**src/rtl/dtcg_pkg.sv**
```systemverilog
// Shared types, constants and the quarter-wave sine table of the dual-tone cadence generator.
// Depends on nothing; every other file of the block refers to it by scoped names.
package dtcg_pkg;

    localparam int SAMPLE_RATE  = 8000;
    localparam int MAX_SECTIONS = 4;
    localparam int TABLE_BITS   = 10;
    localparam int MS_PER_S     = 1000;

    localparam int NUM_SECTIONS = 4;
    localparam int SIDX_W       = 2;
    localparam int AMP_W        = 15;
    localparam int CNT_W        = 3;
    localparam int SEC_W        = 37;
    localparam int FREQ_W       = 12;
    localparam int DUR_W        = 13;
    localparam int LOAD_W       = 17;
    localparam int PHASE_W      = 32;
    localparam int SAMPLE_W     = 15;
    localparam int ENTRY_W      = 15;
    localparam int SINE_W       = 16;
    localparam int SCALE_W      = AMP_W - 2;
    localparam int PROD_W       = SCALE_W + 1 + SINE_W;
    localparam int CFG_IDX_W    = 3;

    // Division by the constant rates uses reciprocal multiplication, which is exact
    // for every numerator below 2^NUM_W.
    localparam int RATE_W       = $clog2(SAMPLE_RATE) + 1;
    localparam int NUM_W        = DUR_W + RATE_W;
    localparam int RCP_W        = 32;
    localparam int RPROD_W      = NUM_W + RCP_W;
    localparam int SHIFT_RATE   = NUM_W + $clog2(SAMPLE_RATE);
    localparam int SHIFT_MS     = NUM_W + $clog2(MS_PER_S);

    localparam logic [63:0] PHASE_ONE = 64'h1_0000_0000;
    localparam logic [63:0] PHASE_Q   = PHASE_ONE / 64'(SAMPLE_RATE);
    localparam logic [63:0] PHASE_R   = PHASE_ONE % 64'(SAMPLE_RATE);
    localparam logic [RCP_W-1:0] RCP_RATE =
        RCP_W'(((64'd1 << SHIFT_RATE) + 64'(SAMPLE_RATE) - 64'd1) / 64'(SAMPLE_RATE));
    localparam logic [RCP_W-1:0] RCP_MS =
        RCP_W'(((64'd1 << SHIFT_MS) + 64'(MS_PER_S) - 64'd1) / 64'(MS_PER_S));

    localparam int QUEUE_DEPTH  = 2;
    localparam int QPTR_W       = $clog2(QUEUE_DEPTH);

    localparam int QUARTER      = 1 << (TABLE_BITS - 2);
    localparam logic [LOAD_W-1:0] LOAD_MAX = {LOAD_W{1'b1}};
    localparam logic [AMP_W-1:0]  AMP_RESET = AMP_W'(16383);

    localparam logic [63:0] ONE_Q62     = 64'h4000_0000_0000_0000;
    localparam logic [63:0] HALF_PI_Q62 = 64'h6487_ED51_10B4_611B;

    typedef enum logic [CFG_IDX_W-1:0] {
        REG_AMPLITUDE     = 3'd0,
        REG_SECTION_COUNT = 3'd1,
        REG_SECTION_0     = 3'd2,
        REG_SECTION_1     = 3'd3,
        REG_SECTION_2     = 3'd4,
        REG_SECTION_3     = 3'd5
    } t_cfg_reg;

    typedef enum logic [1:0] {
        JOB_F1,
        JOB_F2,
        JOB_DUR
    } t_div_job;

    // Settings that the synthesis datapath reads on every sample.
    typedef struct packed {
        logic [AMP_W-1:0]                         amplitude;
        logic [CNT_W-1:0]                         section_count;
        logic [NUM_SECTIONS-1:0][PHASE_W-1:0]     step_lo;
        logic [NUM_SECTIONS-1:0][PHASE_W-1:0]     step_hi;
        logic [NUM_SECTIONS-1:0][LOAD_W-1:0]      load;
    } t_synth_cfg;

    typedef logic [QUARTER-1:0][ENTRY_W-1:0] t_qtab;

    // Q62 fixed-point product, keeping bits 125:62.
    function automatic logic [63:0] mul_q62(input logic [63:0] a, input logic [63:0] b);
        logic [127:0] p;
        p = 128'(a) * 128'(b);
        return p[125:62];
    endfunction

    // One table entry: round(32767 * sin(pi/2 * k / QUARTER)) from a Taylor series.
    function automatic logic [ENTRY_W-1:0] sine_entry(input int k);
        logic [63:0] q;
        logic [63:0] r;
        logic [63:0] x;
        logic [63:0] x2;
        logic [63:0] s;
        logic [63:0] v;
        q  = HALF_PI_Q62 / QUARTER;
        r  = HALF_PI_Q62 % QUARTER;
        x  = q * 64'(k) + (r * 64'(k)) / QUARTER;
        x2 = mul_q62(x, x);
        s  = ONE_Q62;
        for (int n = 22; n >= 2; n -= 2) begin
            s = ONE_Q62 - mul_q62(x2, s) / 64'(n * (n + 1));
        end
        v = (mul_q62(mul_q62(x, s), 64'd65534) + 64'd1) >> 1;
        return v[ENTRY_W-1:0];
    endfunction

    function automatic t_qtab build_qtab();
        t_qtab t;
        for (int k = 0; k < QUARTER; k++) begin
            t[k] = sine_entry(k);
        end
        return t;
    endfunction

    localparam t_qtab QTAB = build_qtab();
    localparam logic [ENTRY_W-1:0] QPEAK = sine_entry(QUARTER);

    // Full-wave sine from the top phase bits, using quarter-wave symmetry.
    function automatic logic signed [SINE_W-1:0] sine_at(input logic [PHASE_W-1:0] phase);
        logic [TABLE_BITS-1:0]   idx;
        logic [1:0]              quad;
        logic [TABLE_BITS-3:0]   k;
        logic [ENTRY_W-1:0]      e;
        logic signed [SINE_W-1:0] v;
        idx  = phase[PHASE_W-1 -: TABLE_BITS];
        quad = idx[TABLE_BITS-1 -: 2];
        k    = idx[TABLE_BITS-3:0];
        if (quad[0]) begin
            if (k == '0) begin
                e = QPEAK;
            end else begin
                e = QTAB[(TABLE_BITS-2)'(~k + 1'b1)];
            end
        end else begin
            e = QTAB[k];
        end
        v = $signed({1'b0, e});
        return quad[1] ? -v : v;
    endfunction

endpackage

```
**src/rtl/dtcg_if.sv**
```systemverilog
// Valid/ready channel interfaces of the dual-tone cadence generator: tick input,
// sample output and register writes. Depends on dtcg_pkg for field widths.
interface dtcg_in_if;
    logic valid;
    logic ready;
    logic restart;
    modport source(output valid, output restart, input ready);
    modport sink(input valid, input restart, output ready);
endinterface

interface dtcg_out_if;
    logic                                 valid;
    logic                                 ready;
    logic signed [dtcg_pkg::SAMPLE_W-1:0] sample;
    logic [dtcg_pkg::SIDX_W-1:0]          section_index;
    logic                                 section_end;
    modport source(output valid, output sample, output section_index, output section_end,
                   input ready);
    modport sink(input valid, input sample, input section_index, input section_end,
                 output ready);
endinterface

interface dtcg_cfg_if;
    logic                               valid;
    logic                               ready;
    logic [dtcg_pkg::CFG_IDX_W-1:0]     index;
    logic [dtcg_pkg::SEC_W-1:0]         data;
    modport source(output valid, output index, output data, input ready);
    modport sink(input valid, input index, input data, output ready);
endinterface

```
**src/rtl/dtcg_cfg.sv**
```systemverilog
// Register file of the generator with a reciprocal-multiply unit that turns each section's
// frequencies and duration into phase steps and a sample count. Depends on dtcg_pkg, dtcg_if.
module dtcg_cfg (
    input  logic                 i_clk,
    input  logic                 i_rst_n,
    dtcg_cfg_if.sink             i_cfg,
    output dtcg_pkg::t_synth_cfg o_cfg,
    output logic                 o_busy
);

    logic [dtcg_pkg::AMP_W-1:0]                              r_amp;
    logic [dtcg_pkg::CNT_W-1:0]                              r_count;
    logic [dtcg_pkg::NUM_SECTIONS-1:0][dtcg_pkg::PHASE_W-1:0] r_step_lo;
    logic [dtcg_pkg::NUM_SECTIONS-1:0][dtcg_pkg::PHASE_W-1:0] r_step_hi;
    logic [dtcg_pkg::NUM_SECTIONS-1:0][dtcg_pkg::LOAD_W-1:0]  r_load;

    logic                          r_busy;
    dtcg_pkg::t_div_job            r_job;
    logic                          r_stage;
    logic [dtcg_pkg::NUM_W-1:0]    r_num;
    logic [dtcg_pkg::PHASE_W-1:0]  r_base;
    logic [dtcg_pkg::SIDX_W-1:0]   r_sec;
    logic [dtcg_pkg::FREQ_W-1:0]   r_f1;
    logic [dtcg_pkg::FREQ_W-1:0]   r_f2;
    logic [dtcg_pkg::DUR_W-1:0]    r_dur;

    logic                          wr;
    logic                          sec_wr;
    logic [dtcg_pkg::FREQ_W-1:0]   freq;
    logic [dtcg_pkg::NUM_W-1:0]    num_freq;
    logic [dtcg_pkg::NUM_W-1:0]    num_dur;
    logic [dtcg_pkg::PHASE_W-1:0]  base;
    logic [dtcg_pkg::RCP_W-1:0]    rcp;
    logic [dtcg_pkg::RPROD_W-1:0]  prod;
    logic [dtcg_pkg::RPROD_W-1:0]  quo;
    logic [dtcg_pkg::PHASE_W-1:0]  step_val;
    logic [dtcg_pkg::LOAD_W-1:0]   load_val;

    assign i_cfg.ready = !r_busy;
    assign o_busy      = r_busy;
    assign wr          = i_cfg.valid && !r_busy;
    assign sec_wr      = wr && (i_cfg.index == dtcg_pkg::REG_SECTION_0 ||
                                i_cfg.index == dtcg_pkg::REG_SECTION_1 ||
                                i_cfg.index == dtcg_pkg::REG_SECTION_2 ||
                                i_cfg.index == dtcg_pkg::REG_SECTION_3);

    // A phase step is f*Q + floor(f*R / rate), where 2^32 = Q*rate + R. The first stage
    // forms the numerator, the second divides it by a reciprocal multiply.
    assign freq     = (r_job == dtcg_pkg::JOB_F1) ? r_f1 : r_f2;
    assign num_freq = dtcg_pkg::NUM_W'(freq) * dtcg_pkg::NUM_W'(dtcg_pkg::PHASE_R);
    assign num_dur  = dtcg_pkg::NUM_W'(r_dur) * dtcg_pkg::NUM_W'(dtcg_pkg::SAMPLE_RATE);
    assign base     = dtcg_pkg::PHASE_W'(freq) * dtcg_pkg::PHASE_W'(dtcg_pkg::PHASE_Q);
    assign rcp      = (r_job == dtcg_pkg::JOB_DUR) ? dtcg_pkg::RCP_MS : dtcg_pkg::RCP_RATE;
    assign prod     = dtcg_pkg::RPROD_W'(r_num) * dtcg_pkg::RPROD_W'(rcp);
    assign quo      = (r_job == dtcg_pkg::JOB_DUR) ? (prod >> dtcg_pkg::SHIFT_MS)
                                                   : (prod >> dtcg_pkg::SHIFT_RATE);
    assign step_val = r_base + dtcg_pkg::PHASE_W'(quo);

    always_comb begin
        if (quo > dtcg_pkg::RPROD_W'(dtcg_pkg::LOAD_MAX)) begin
            load_val = dtcg_pkg::LOAD_MAX;
        end else if (r_dur != '0 && quo == '0) begin
            load_val = dtcg_pkg::LOAD_W'(1);
        end else begin
            load_val = quo[dtcg_pkg::LOAD_W-1:0];
        end
    end

    always_ff @(posedge i_clk) begin
        if (!i_rst_n) begin
            r_amp     <= dtcg_pkg::AMP_RESET;
            r_count   <= dtcg_pkg::CNT_W'(1);
            r_step_lo <= '0;
            r_step_hi <= '0;
            r_load    <= '0;
            r_busy    <= 1'b0;
            r_job     <= dtcg_pkg::JOB_F1;
            r_stage   <= 1'b0;
        end else if (r_busy) begin
            r_stage <= !r_stage;
            if (r_stage) begin
                unique case (r_job)
                    dtcg_pkg::JOB_F1: begin
                        r_step_lo[r_sec] <= step_val;
                        r_job            <= dtcg_pkg::JOB_F2;
                    end
                    dtcg_pkg::JOB_F2: begin
                        r_step_hi[r_sec] <= step_val;
                        r_job            <= dtcg_pkg::JOB_DUR;
                    end
                    dtcg_pkg::JOB_DUR: begin
                        r_load[r_sec] <= load_val;
                        r_busy        <= 1'b0;
                    end
                    default: begin
                        r_busy <= 1'b0;
                    end
                endcase
            end
        end else if (wr) begin
            unique case (i_cfg.index)
                dtcg_pkg::REG_AMPLITUDE: begin
                    r_amp <= i_cfg.data[dtcg_pkg::AMP_W-1:0];
                end
                dtcg_pkg::REG_SECTION_COUNT: begin
                    r_count <= i_cfg.data[dtcg_pkg::CNT_W-1:0];
                end
                dtcg_pkg::REG_SECTION_0, dtcg_pkg::REG_SECTION_1,
                dtcg_pkg::REG_SECTION_2, dtcg_pkg::REG_SECTION_3: begin
                    r_busy  <= 1'b1;
                    r_job   <= dtcg_pkg::JOB_F1;
                    r_stage <= 1'b0;
                end
                default: begin
                end
            endcase
        end
    end

    // Numerator stage and the latched fields of the section being written.
    always_ff @(posedge i_clk) begin
        if (r_busy) begin
            if (!r_stage) begin
                r_num  <= (r_job == dtcg_pkg::JOB_DUR) ? num_dur : num_freq;
                r_base <= base;
            end
        end else if (sec_wr) begin
            r_f1  <= i_cfg.data[dtcg_pkg::FREQ_W-1:0];
            r_f2  <= i_cfg.data[2*dtcg_pkg::FREQ_W-1 -: dtcg_pkg::FREQ_W];
            r_dur <= i_cfg.data[dtcg_pkg::SEC_W-1 -: dtcg_pkg::DUR_W];
            r_sec <= dtcg_pkg::SIDX_W'(i_cfg.index - dtcg_pkg::CFG_IDX_W'(dtcg_pkg::REG_SECTION_0));
        end
    end

    assign o_cfg.amplitude     = r_amp;
    assign o_cfg.section_count = r_count;
    assign o_cfg.step_lo       = r_step_lo;
    assign o_cfg.step_hi       = r_step_hi;
    assign o_cfg.load          = r_load;

endmodule

```
**src/rtl/dtcg_front.sv**
```systemverilog
// Front end: takes tick transactions, tags restarts and holds them in a short queue
// so the synthesis pipeline can stall on its own. Depends on dtcg_pkg, dtcg_if.
module dtcg_front (
    input  logic     i_clk,
    input  logic     i_rst_n,
    dtcg_in_if.sink  i_in,
    input  logic     i_busy,
    output logic     o_q_valid,
    output logic     o_q_restart,
    input  logic     i_q_ready
);

    logic [dtcg_pkg::QUEUE_DEPTH-1:0] r_mem;
    logic [dtcg_pkg::QPTR_W-1:0] r_wr;
    logic [dtcg_pkg::QPTR_W-1:0] r_rd;
    logic [dtcg_pkg::QPTR_W:0]   r_cnt;
    logic                        push;
    logic                        pop;

    // Ticks are held off while a section's settings are being recomputed.
    assign i_in.ready  = (r_cnt != (dtcg_pkg::QPTR_W + 1)'(dtcg_pkg::QUEUE_DEPTH)) && !i_busy;
    assign push        = i_in.valid && i_in.ready;
    assign o_q_valid   = r_cnt != '0;
    assign o_q_restart = r_mem[r_rd];
    assign pop         = o_q_valid && i_q_ready;

    always_ff @(posedge i_clk) begin
        if (!i_rst_n) begin
            r_wr  <= '0;
            r_rd  <= '0;
            r_cnt <= '0;
        end else begin
            if (push) begin
                r_wr <= r_wr + 1'b1;
            end
            if (pop) begin
                r_rd <= r_rd + 1'b1;
            end
            r_cnt <= r_cnt + (dtcg_pkg::QPTR_W + 1)'(push) - (dtcg_pkg::QPTR_W + 1)'(pop);
        end
    end

    always_ff @(posedge i_clk) begin
        if (push) begin
            r_mem[r_wr] <= i_in.restart;
        end
    end

endmodule

```
**src/rtl/dtcg_back.sv**
```systemverilog
// Back end: cadence and phase state update, sine lookup, amplitude scaling and the output
// register, one sample per cycle unless the output stalls. Depends on dtcg_pkg, dtcg_if.
module dtcg_back (
    input  logic                 i_clk,
    input  logic                 i_rst_n,
    input  dtcg_pkg::t_synth_cfg i_cfg,
    input  logic                 i_q_valid,
    input  logic                 i_q_restart,
    output logic                 o_q_ready,
    dtcg_out_if.source           o_out
);

    // Cadence state.
    logic [dtcg_pkg::PHASE_W-1:0] r_ph_lo;
    logic [dtcg_pkg::PHASE_W-1:0] r_ph_hi;
    logic [dtcg_pkg::SIDX_W-1:0]  r_cur;
    logic [dtcg_pkg::LOAD_W-1:0]  r_left;
    logic                         r_pend;

    logic [dtcg_pkg::PHASE_W-1:0] n_ph_lo;
    logic [dtcg_pkg::PHASE_W-1:0] n_ph_hi;
    logic [dtcg_pkg::SIDX_W-1:0]  n_cur;
    logic [dtcg_pkg::LOAD_W-1:0]  n_left;
    logic                         n_pend;

    logic [dtcg_pkg::PHASE_W-1:0] a_ph_lo;
    logic [dtcg_pkg::PHASE_W-1:0] a_ph_hi;
    logic [dtcg_pkg::SIDX_W-1:0]  a_cur;
    logic [dtcg_pkg::LOAD_W-1:0]  a_left;
    logic                         a_end;
    logic [dtcg_pkg::CNT_W-1:0]   a_count;
    logic [dtcg_pkg::SIDX_W-1:0]  a_wrap;

    // Pipeline stages.
    logic                                r1_valid;
    logic [dtcg_pkg::PHASE_W-1:0]        r1_ph_lo;
    logic [dtcg_pkg::PHASE_W-1:0]        r1_ph_hi;
    logic [dtcg_pkg::SIDX_W-1:0]         r1_idx;
    logic                                r1_end;
    logic                                r2_valid;
    logic signed [dtcg_pkg::SINE_W-1:0]  r2_sin_lo;
    logic signed [dtcg_pkg::SINE_W-1:0]  r2_sin_hi;
    logic [dtcg_pkg::SIDX_W-1:0]         r2_idx;
    logic                                r2_end;
    logic                                r3_valid;
    logic signed [dtcg_pkg::PROD_W-1:0]  r3_p_lo;
    logic signed [dtcg_pkg::PROD_W-1:0]  r3_p_hi;
    logic [dtcg_pkg::SIDX_W-1:0]         r3_idx;
    logic                                r3_end;
    logic                                r_out_valid;
    logic signed [dtcg_pkg::SAMPLE_W-1:0] r_sample;
    logic [dtcg_pkg::SIDX_W-1:0]         r_out_idx;
    logic                                r_out_end;

    logic                                 adv;
    logic                                 take;
    logic signed [dtcg_pkg::SCALE_W:0]    amp_q;
    logic signed [dtcg_pkg::PROD_W-1:0]   sum;

    // The whole pipeline moves together unless an output result waits on a receiver that is not ready.
    assign adv       = !r_out_valid || o_out.ready;
    assign o_q_ready = adv;
    assign take      = i_q_valid && adv;

    always_comb begin
        if (i_cfg.section_count == '0) begin
            a_count = dtcg_pkg::CNT_W'(1);
        end else if (i_cfg.section_count > dtcg_pkg::CNT_W'(dtcg_pkg::MAX_SECTIONS)) begin
            a_count = dtcg_pkg::CNT_W'(dtcg_pkg::MAX_SECTIONS);
        end else begin
            a_count = i_cfg.section_count;
        end
    end

    // A restart acts before the sample: section zero, zero phase, fresh duration.
    always_comb begin
        a_cur   = i_q_restart ? '0 : r_cur;
        a_ph_lo = i_q_restart ? '0 : r_ph_lo;
        a_ph_hi = i_q_restart ? '0 : r_ph_hi;
        a_left  = (i_q_restart || r_pend) ? i_cfg.load[a_cur] : r_left;
        a_end   = a_left == dtcg_pkg::LOAD_W'(1);
        a_wrap  = ((dtcg_pkg::CNT_W'(a_cur) + 1'b1) >= a_count) ? '0 : a_cur + 1'b1;

        n_left  = (a_left != '0) ? a_left - 1'b1 : '0;
        n_pend  = a_end;
        n_cur   = a_end ? a_wrap : a_cur;
        n_ph_lo = a_end ? '0 : a_ph_lo + i_cfg.step_lo[a_cur];
        n_ph_hi = a_end ? '0 : a_ph_hi + i_cfg.step_hi[a_cur];
    end

    always_ff @(posedge i_clk) begin
        if (!i_rst_n) begin
            r_ph_lo     <= '0;
            r_ph_hi     <= '0;
            r_cur       <= '0;
            r_left      <= '0;
            r_pend      <= 1'b1;
            r1_valid    <= 1'b0;
            r2_valid    <= 1'b0;
            r3_valid    <= 1'b0;
            r_out_valid <= 1'b0;
        end else if (adv) begin
            if (take) begin
                r_ph_lo <= n_ph_lo;
                r_ph_hi <= n_ph_hi;
                r_cur   <= n_cur;
                r_left  <= n_left;
                r_pend  <= n_pend;
            end
            r1_valid    <= take;
            r2_valid    <= r1_valid;
            r3_valid    <= r2_valid;
            r_out_valid <= r3_valid;
        end
    end

    assign amp_q = $signed({1'b0, i_cfg.amplitude[dtcg_pkg::AMP_W-1:2]});
    assign sum   = (r3_p_lo >>> 15) + (r3_p_hi >>> 15);

    always_ff @(posedge i_clk) begin
        if (adv) begin
            r1_ph_lo  <= a_ph_lo;
            r1_ph_hi  <= a_ph_hi;
            r1_idx    <= a_cur;
            r1_end    <= a_end;

            r2_sin_lo <= dtcg_pkg::sine_at(r1_ph_lo);
            r2_sin_hi <= dtcg_pkg::sine_at(r1_ph_hi);
            r2_idx    <= r1_idx;
            r2_end    <= r1_end;

            r3_p_lo   <= amp_q * r2_sin_lo;
            r3_p_hi   <= amp_q * r2_sin_hi;
            r3_idx    <= r2_idx;
            r3_end    <= r2_end;

            r_sample  <= sum[dtcg_pkg::SAMPLE_W-1:0];
            r_out_idx <= r3_idx;
            r_out_end <= r3_end;
        end
    end

    assign o_out.valid         = r_out_valid;
    assign o_out.sample        = r_sample;
    assign o_out.section_index = r_out_idx;
    assign o_out.section_end   = r_out_end;

endmodule

```
**src/rtl/dual_tone_cadence_generator_unit.sv**
```systemverilog
// Dual-tone call-progress cadence generator: one 15-bit audio sample per tick transaction.
// A result passes through the tick queue, the r1, r2 and r3 stages and the output register.
// Throughput: one tick per cycle, set by the phase and cadence state update, unless the output
// stalls. A section register write keeps the settings unit busy for a numerator and a reciprocal
// multiply per phase step and per sample count; ticks and further writes are held off meanwhile.
// Reset is synchronous and active low; it restores the register defaults and clears the queue,
// pipeline and cadence state.
module dual_tone_cadence_generator_unit (
    input  logic        i_clk,
    input  logic        i_rst_n,
    dtcg_in_if.sink     i_in,
    dtcg_cfg_if.sink    i_cfg,
    dtcg_out_if.source  o_out
);

    dtcg_pkg::t_synth_cfg synth_cfg;
    logic                 busy;
    logic                 q_valid;
    logic                 q_restart;
    logic                 q_ready;

    dtcg_cfg u_cfg (
        .i_clk   (i_clk),
        .i_rst_n (i_rst_n),
        .i_cfg   (i_cfg),
        .o_cfg   (synth_cfg),
        .o_busy  (busy)
    );

    dtcg_front u_front (
        .i_clk       (i_clk),
        .i_rst_n     (i_rst_n),
        .i_in        (i_in),
        .i_busy      (busy),
        .o_q_valid   (q_valid),
        .o_q_restart (q_restart),
        .i_q_ready   (q_ready)
    );

    dtcg_back u_back (
        .i_clk       (i_clk),
        .i_rst_n     (i_rst_n),
        .i_cfg       (synth_cfg),
        .i_q_valid   (q_valid),
        .i_q_restart (q_restart),
        .o_q_ready   (q_ready),
        .o_out       (o_out)
    );

endmodule

```
**src/flat_wrapper.sv**
```systemverilog
// flat-port wrapper written by rule: the top's interface ports become plain ports
module dual_tone_cadence_generator_unit_flat 
  (i_clk, i_rst_n, i_in_valid, i_in_restart, i_in_ready, i_cfg_valid, i_cfg_index, i_cfg_data, i_cfg_ready, o_out_valid, o_out_sample, o_out_section_index, o_out_section_end, o_out_ready);
  dtcg_in_if i_in_i ();
  dtcg_cfg_if i_cfg_i ();
  dtcg_out_if o_out_i ();
  input  logic i_clk;
  input  logic i_rst_n;
  input wire logic [$bits(i_in_i.valid)-1:0] i_in_valid;
  input wire logic [$bits(i_in_i.restart)-1:0] i_in_restart;
  output wire logic [$bits(i_in_i.ready)-1:0] i_in_ready;
  input wire logic [$bits(i_cfg_i.valid)-1:0] i_cfg_valid;
  input wire logic [$bits(i_cfg_i.index)-1:0] i_cfg_index;
  input wire logic [$bits(i_cfg_i.data)-1:0] i_cfg_data;
  output wire logic [$bits(i_cfg_i.ready)-1:0] i_cfg_ready;
  output wire logic [$bits(o_out_i.valid)-1:0] o_out_valid;
  output wire logic [$bits(o_out_i.sample)-1:0] o_out_sample;
  output wire logic [$bits(o_out_i.section_index)-1:0] o_out_section_index;
  output wire logic [$bits(o_out_i.section_end)-1:0] o_out_section_end;
  input wire logic [$bits(o_out_i.ready)-1:0] o_out_ready;
  assign i_in_i.valid = i_in_valid;
  assign i_in_i.restart = i_in_restart;
  assign i_in_ready = i_in_i.ready;
  assign i_cfg_i.valid = i_cfg_valid;
  assign i_cfg_i.index = i_cfg_index;
  assign i_cfg_i.data = i_cfg_data;
  assign i_cfg_ready = i_cfg_i.ready;
  assign o_out_valid = o_out_i.valid;
  assign o_out_sample = o_out_i.sample;
  assign o_out_section_index = o_out_i.section_index;
  assign o_out_section_end = o_out_i.section_end;
  assign o_out_i.ready = o_out_ready;
  dual_tone_cadence_generator_unit u_core (.i_clk(i_clk), .i_rst_n(i_rst_n), .i_in(i_in_i), .i_cfg(i_cfg_i), .o_out(o_out_i));
endmodule
```
**config.mk**
```make
export PLATFORM = sky130hd
export DESIGN_NAME = dual_tone_cadence_generator_unit_flat
export DESIGN_NICKNAME = d
export VERILOG_FILES = /design/src/rtl/dtcg_pkg.sv /design/src/rtl/dtcg_if.sv /design/src/rtl/dtcg_cfg.sv /design/src/rtl/dtcg_front.sv /design/src/rtl/dtcg_back.sv /design/src/rtl/dual_tone_cadence_generator_unit.sv /design/src/flat_wrapper.sv
export SDC_FILE = /design/constraint.sdc
export NUM_CORES = 2
export LEC_CHECK = 0
export BUFFER_PORTS_ARGS = -buffer_cell sky130_fd_sc_hd__buf_2
export CAP_MARGIN = 20
export CORE_MARGIN = 2
export CORE_UTILIZATION = 35
export CTS_BUF_LIST = sky130_fd_sc_hd__clkbuf_4 sky130_fd_sc_hd__clkbuf_8
export DETAILED_ROUTE_END_ITERATION = 12
export GPL_TIMING_DRIVEN = 0
export PLACE_DENSITY_LB_ADDON = 0.2
export REMOVE_ABC_BUFFERS = 1
export SYNTH_ARGS = -nofsm -noshare
export SYNTH_HDL_FRONTEND = slang
export SYNTH_SLANG_ARGS = --single-unit
export TNS_END_PERCENT = 5
```
**constraint.sdc**
```tcl
create_clock -name i_clk -period 7.7 [get_ports i_clk]
set_input_delay 1.54 -clock i_clk [delete_from_list [all_inputs] [get_ports i_clk]]
set_output_delay 1.54 -clock i_clk [all_outputs]
set_load 0.02 [all_outputs]
```
==> reports/results.ini <==
[outcome]
violations=negative setup slack
status=finished with violations

[sta]
slew_headroom_pct=18.9
fin_tns_setup_ps=-99250
period_minus_slack_ps=8420
timing.fmax_ghz=0.119
hold_viol=0
setup_viol=209
fin_ws_ps=-724
maxSlewViolCount=0
holdWs_ps=417
tightest_slew_ps=1210
grt_setup_unrepaired=yes
fin_crit_sh_pct=109
finClkSkew_ps=59.0

[synth]
ys_seq_elements=667
ys_top_cells_by_area=fa_1 16%, dfxtp_1 12%, ha_1 12%
ys_types=117
syn_area_per_cell_um2=8.13
yosys.area.top_type=fa_1
synth_area_mm2=0.0792
synth_top_area_share_pct=16.5
ys_warn_count=0
synthCells=9740
synthArstFlopShare_pct=0
synth-seq-area-share_pct=19.4
synth_edf_count=201
synth_flop_cell=dfxtp_1

[place]
dp_hpwl_mm=212
gp_congestion=0.952
place.port_buffers=66

[pwr]
p_int_mw=21.7
ir_worst_vdd_uv=3410
clockPowerShare_pct=8.5
p_sw_mw=25.0
seq_power_share_pct=9.2
cellLeakagePower_nw=38.0
p_total_mw=46.8
p_sw_share_pct=53.6
comb_power_share_pct=82.3
power_density_mw_per_mm2=521

[routing]
vias=74543
drt_wl_total_mm=297
remaining_drc_errors=0
dr.first_iter.drc_count=7383
routed-wl-met2_mm=134
dr_wl_met3_mm=22.0
drtPass1Iterations=7
antenna_left=0
wl_met1_mm=129
wl_per_cell_um=23.5
highest_layer=met5
vias_per_cell=5.90

[clocking]
hold_buffers=0
clkTransAtPathRegs_ps=70
cts_root_buffer=clkbuf_8
cts_tree=built
clkLatencyLatePin_ps=900
cts.sinks=667
cts_max_level=4
max-clock-path-buffers=3
numCtsBuffers=130

[floorplan]
row_count=174
die-area_mm2=0.230
ios=67
core_mm2=0.225
initial_utilization_pct=35.2
die_x_um=480
die_y_um=480

[finish]
final_cell_mix=960 x inv_1, 932 x nand2_1, 716 x a21oi_1
drive_gt1_share_pct=10.5
seq_area_mm2=0.0154
multi_input_area_mm2=0.0593
area.growth.synth_to_final_pct=13.4
fillCellCount=22736
final_common_cell=inv_1
finalNetCount=10974

[setup_path]
worstPathArrival_ps=9200
r2r_cells=38
cp_data_required_time_ps=8480
r2r-start=u_core.u_cfg.r_num[18]
r2r-end=u_core.u_cfg.o_cfg[149]
end_kind=flop
rrSetupSlack_ps=-720
path_max_fanout=8
critical_path.endpoint=u_core.u_cfg.o_cfg[149]
path_class=flop to flop
slowest_stage=fa_1
cpPeakStageDelay_ps=540
critPathLaunch=u_core.u_cfg.r_num[18]
start_kind=flop

[grt]
grt_start_max_net_pins=109
track_usage_pct=25.1
antenna_found_initial=8
grt_pass1_vias=73736
grt.overflow.total=0
grt_pass1_wl_mm=455

[flow_run]
max-cap-violations=0

[min_path]
hold_class=flop to flop
hold_start=u_core.u_back.r1_idx[0]

==> final cells by class <==
type	count	share of cell area [%]
timing repair buffer	354	5.28
clock inverter	43	0.574
antenna	4	0.0111
multi-input combinational	7391	66.1
tap	2992	4.17
sequential	667	17.1
clock buffer	185	2.58
inverter	993	4.18
==> worst min-delay path by stage <==
stage / end / slack, ps / cells past startpoint
6_report: u_core.u_back.r2_idx[0] / 420 / 0
2_1_floorplan: u_core.u_back.o_out.section_end / 400 / 0
5_1_grt: u_core.u_back.r2_end / 420 / 0
3_5_place_dp: u_core.u_back.r2_idx[0] / 400 / 0
3_3_place_gp: u_core.u_back.r3_end / 410 / 0
4_1_cts: u_core.u_back.r2_idx[0] / 420 / 0
==> layer usage <==
layer	vias up	track usage, %
met1	36875	34.4
met4	4	9.72
met5	-	0
met3	651	4.02
li1	33753	-
met2	3260	39.6
==> synthesized netlist by cell type, drive strengths merged, types with 17 or more instances <==
| cell type | number |
|---|---|
| inv | 986 |
| nor4 | 31 |
| fa | 652 |
| xor2 | 80 |
| o311ai | 51 |
| nor3 | 180 |
| edfxtp | 201 |
| mux2i | 84 |
| a21o | 73 |
| clkbuf | 517 |
| a211o | 21 |
| or2 | 26 |
| o2111ai | 30 |
| a21oi | 754 |
| ha | 739 |
| nor2 | 719 |
| or3 | 79 |
| o311a | 17 |
| o22ai | 130 |
| buf | 172 |
| nand3 | 233 |
| a22oi | 69 |
| a221oi | 86 |
| o21a | 38 |
| nor3b | 24 |
| o221ai | 62 |
| xnor2 | 167 |
| a2111oi | 26 |
| a211oi | 184 |
| and2 | 363 |
| o21bai | 30 |
| a31oi | 103 |
| o21ai | 597 |
| o211ai | 135 |
| and3 | 53 |
| nor2b | 65 |
| nand2b | 66 |
| or4 | 18 |
| a21boi | 24 |
| mux2 | 42 |
| nand4 | 47 |
| dfxtp | 466 |
| o31ai | 53 |
| nand2 | 946 |
| a311oi | 51 |
==> registers in the layout, indices dropped and copies added, names as in the netlist, 15 cells and up, named ones only <==
signal and flops:
u_core.u_back.o_out.sample 15, u_core.u_back.r2_sin_hi 16, u_core.u_back.r2_sin_lo 16, u_core.u_back.r3_p_hi 15, u_core.u_back.r3_p_lo 15, u_core.u_back.r_left 17, u_core.u_back.r_ph_hi 32, u_core.u_back.r_ph_lo 32
u_core.u_cfg.o_cfg 324, u_core.u_cfg.r_base 31, u_core.u_cfg.r_num 20
==> logic make-up after synthesis <==
| logic type | after synthesis | share of synthesized area [%] |
|---|---|---|
| AND/OR/NAND/NOR | 2902 | 17.4 |
| AO/OA/AOI/OAI | 2722 | 22.3 |
| buffers and inverters | 1682 | 8.21 |
| adder cells (fa/ha/maj) | 1392 | 28.2 |
| flip-flops | 667 | 19.4 |
| XOR/XNOR | 247 | 2.73 |
| multiplexers | 128 | 1.72 |
==> through the flow <==
stage	setup slack (ps)	area, µm²	std cells	util, %
global route	-1020	89800	12629	39.9
finish	-724	89800	12629	39.9
global placement	-17710	80500	12109	35.8
floorplan	-4460	76400	9051	-
detailed placement	-3500	84000	12260	37.3
CTS	-669	89100	12602	39.6
==> critical path: cells and delay by family, from the launching register on <==
| family | cells | cell delay (ps) |
|---|---|---|
| adder cells (fa/ha/maj) | 10 | 3830 |
| AO/OA/AOI/OAI | 8 | 1340 |
| buffers and inverters | 11 | 1250 |
| AND/OR/NAND/NOR | 6 | 930 |
| flip-flops | 1 | 440 |
| XOR/XNOR | 2 | 270 |
| multiplexers | 1 | 240 |
==> power groups by stage <==
stage | clock network [mW] | registers, mW | logic, mW
floorplan | 0 | 4.35 | 19.7
global placement | 0 | 4.47 | 27.3
detailed placement | 0 | 4.44 | 28.2
CTS | 4.09 | 4.32 | 35.2
global route | 4.24 | 4.35 | 41.9
finish | 3.97 | 4.32 | 38.5
==> what timing repair did <==
item                       4_1_cts  5_1_grt
setup endpoints to repair      297      250
pin swaps                       99       88
buffers inserted               114       19
gates resized for setup        230       95
Note: power is estimated with default switching activity, not from simulation.
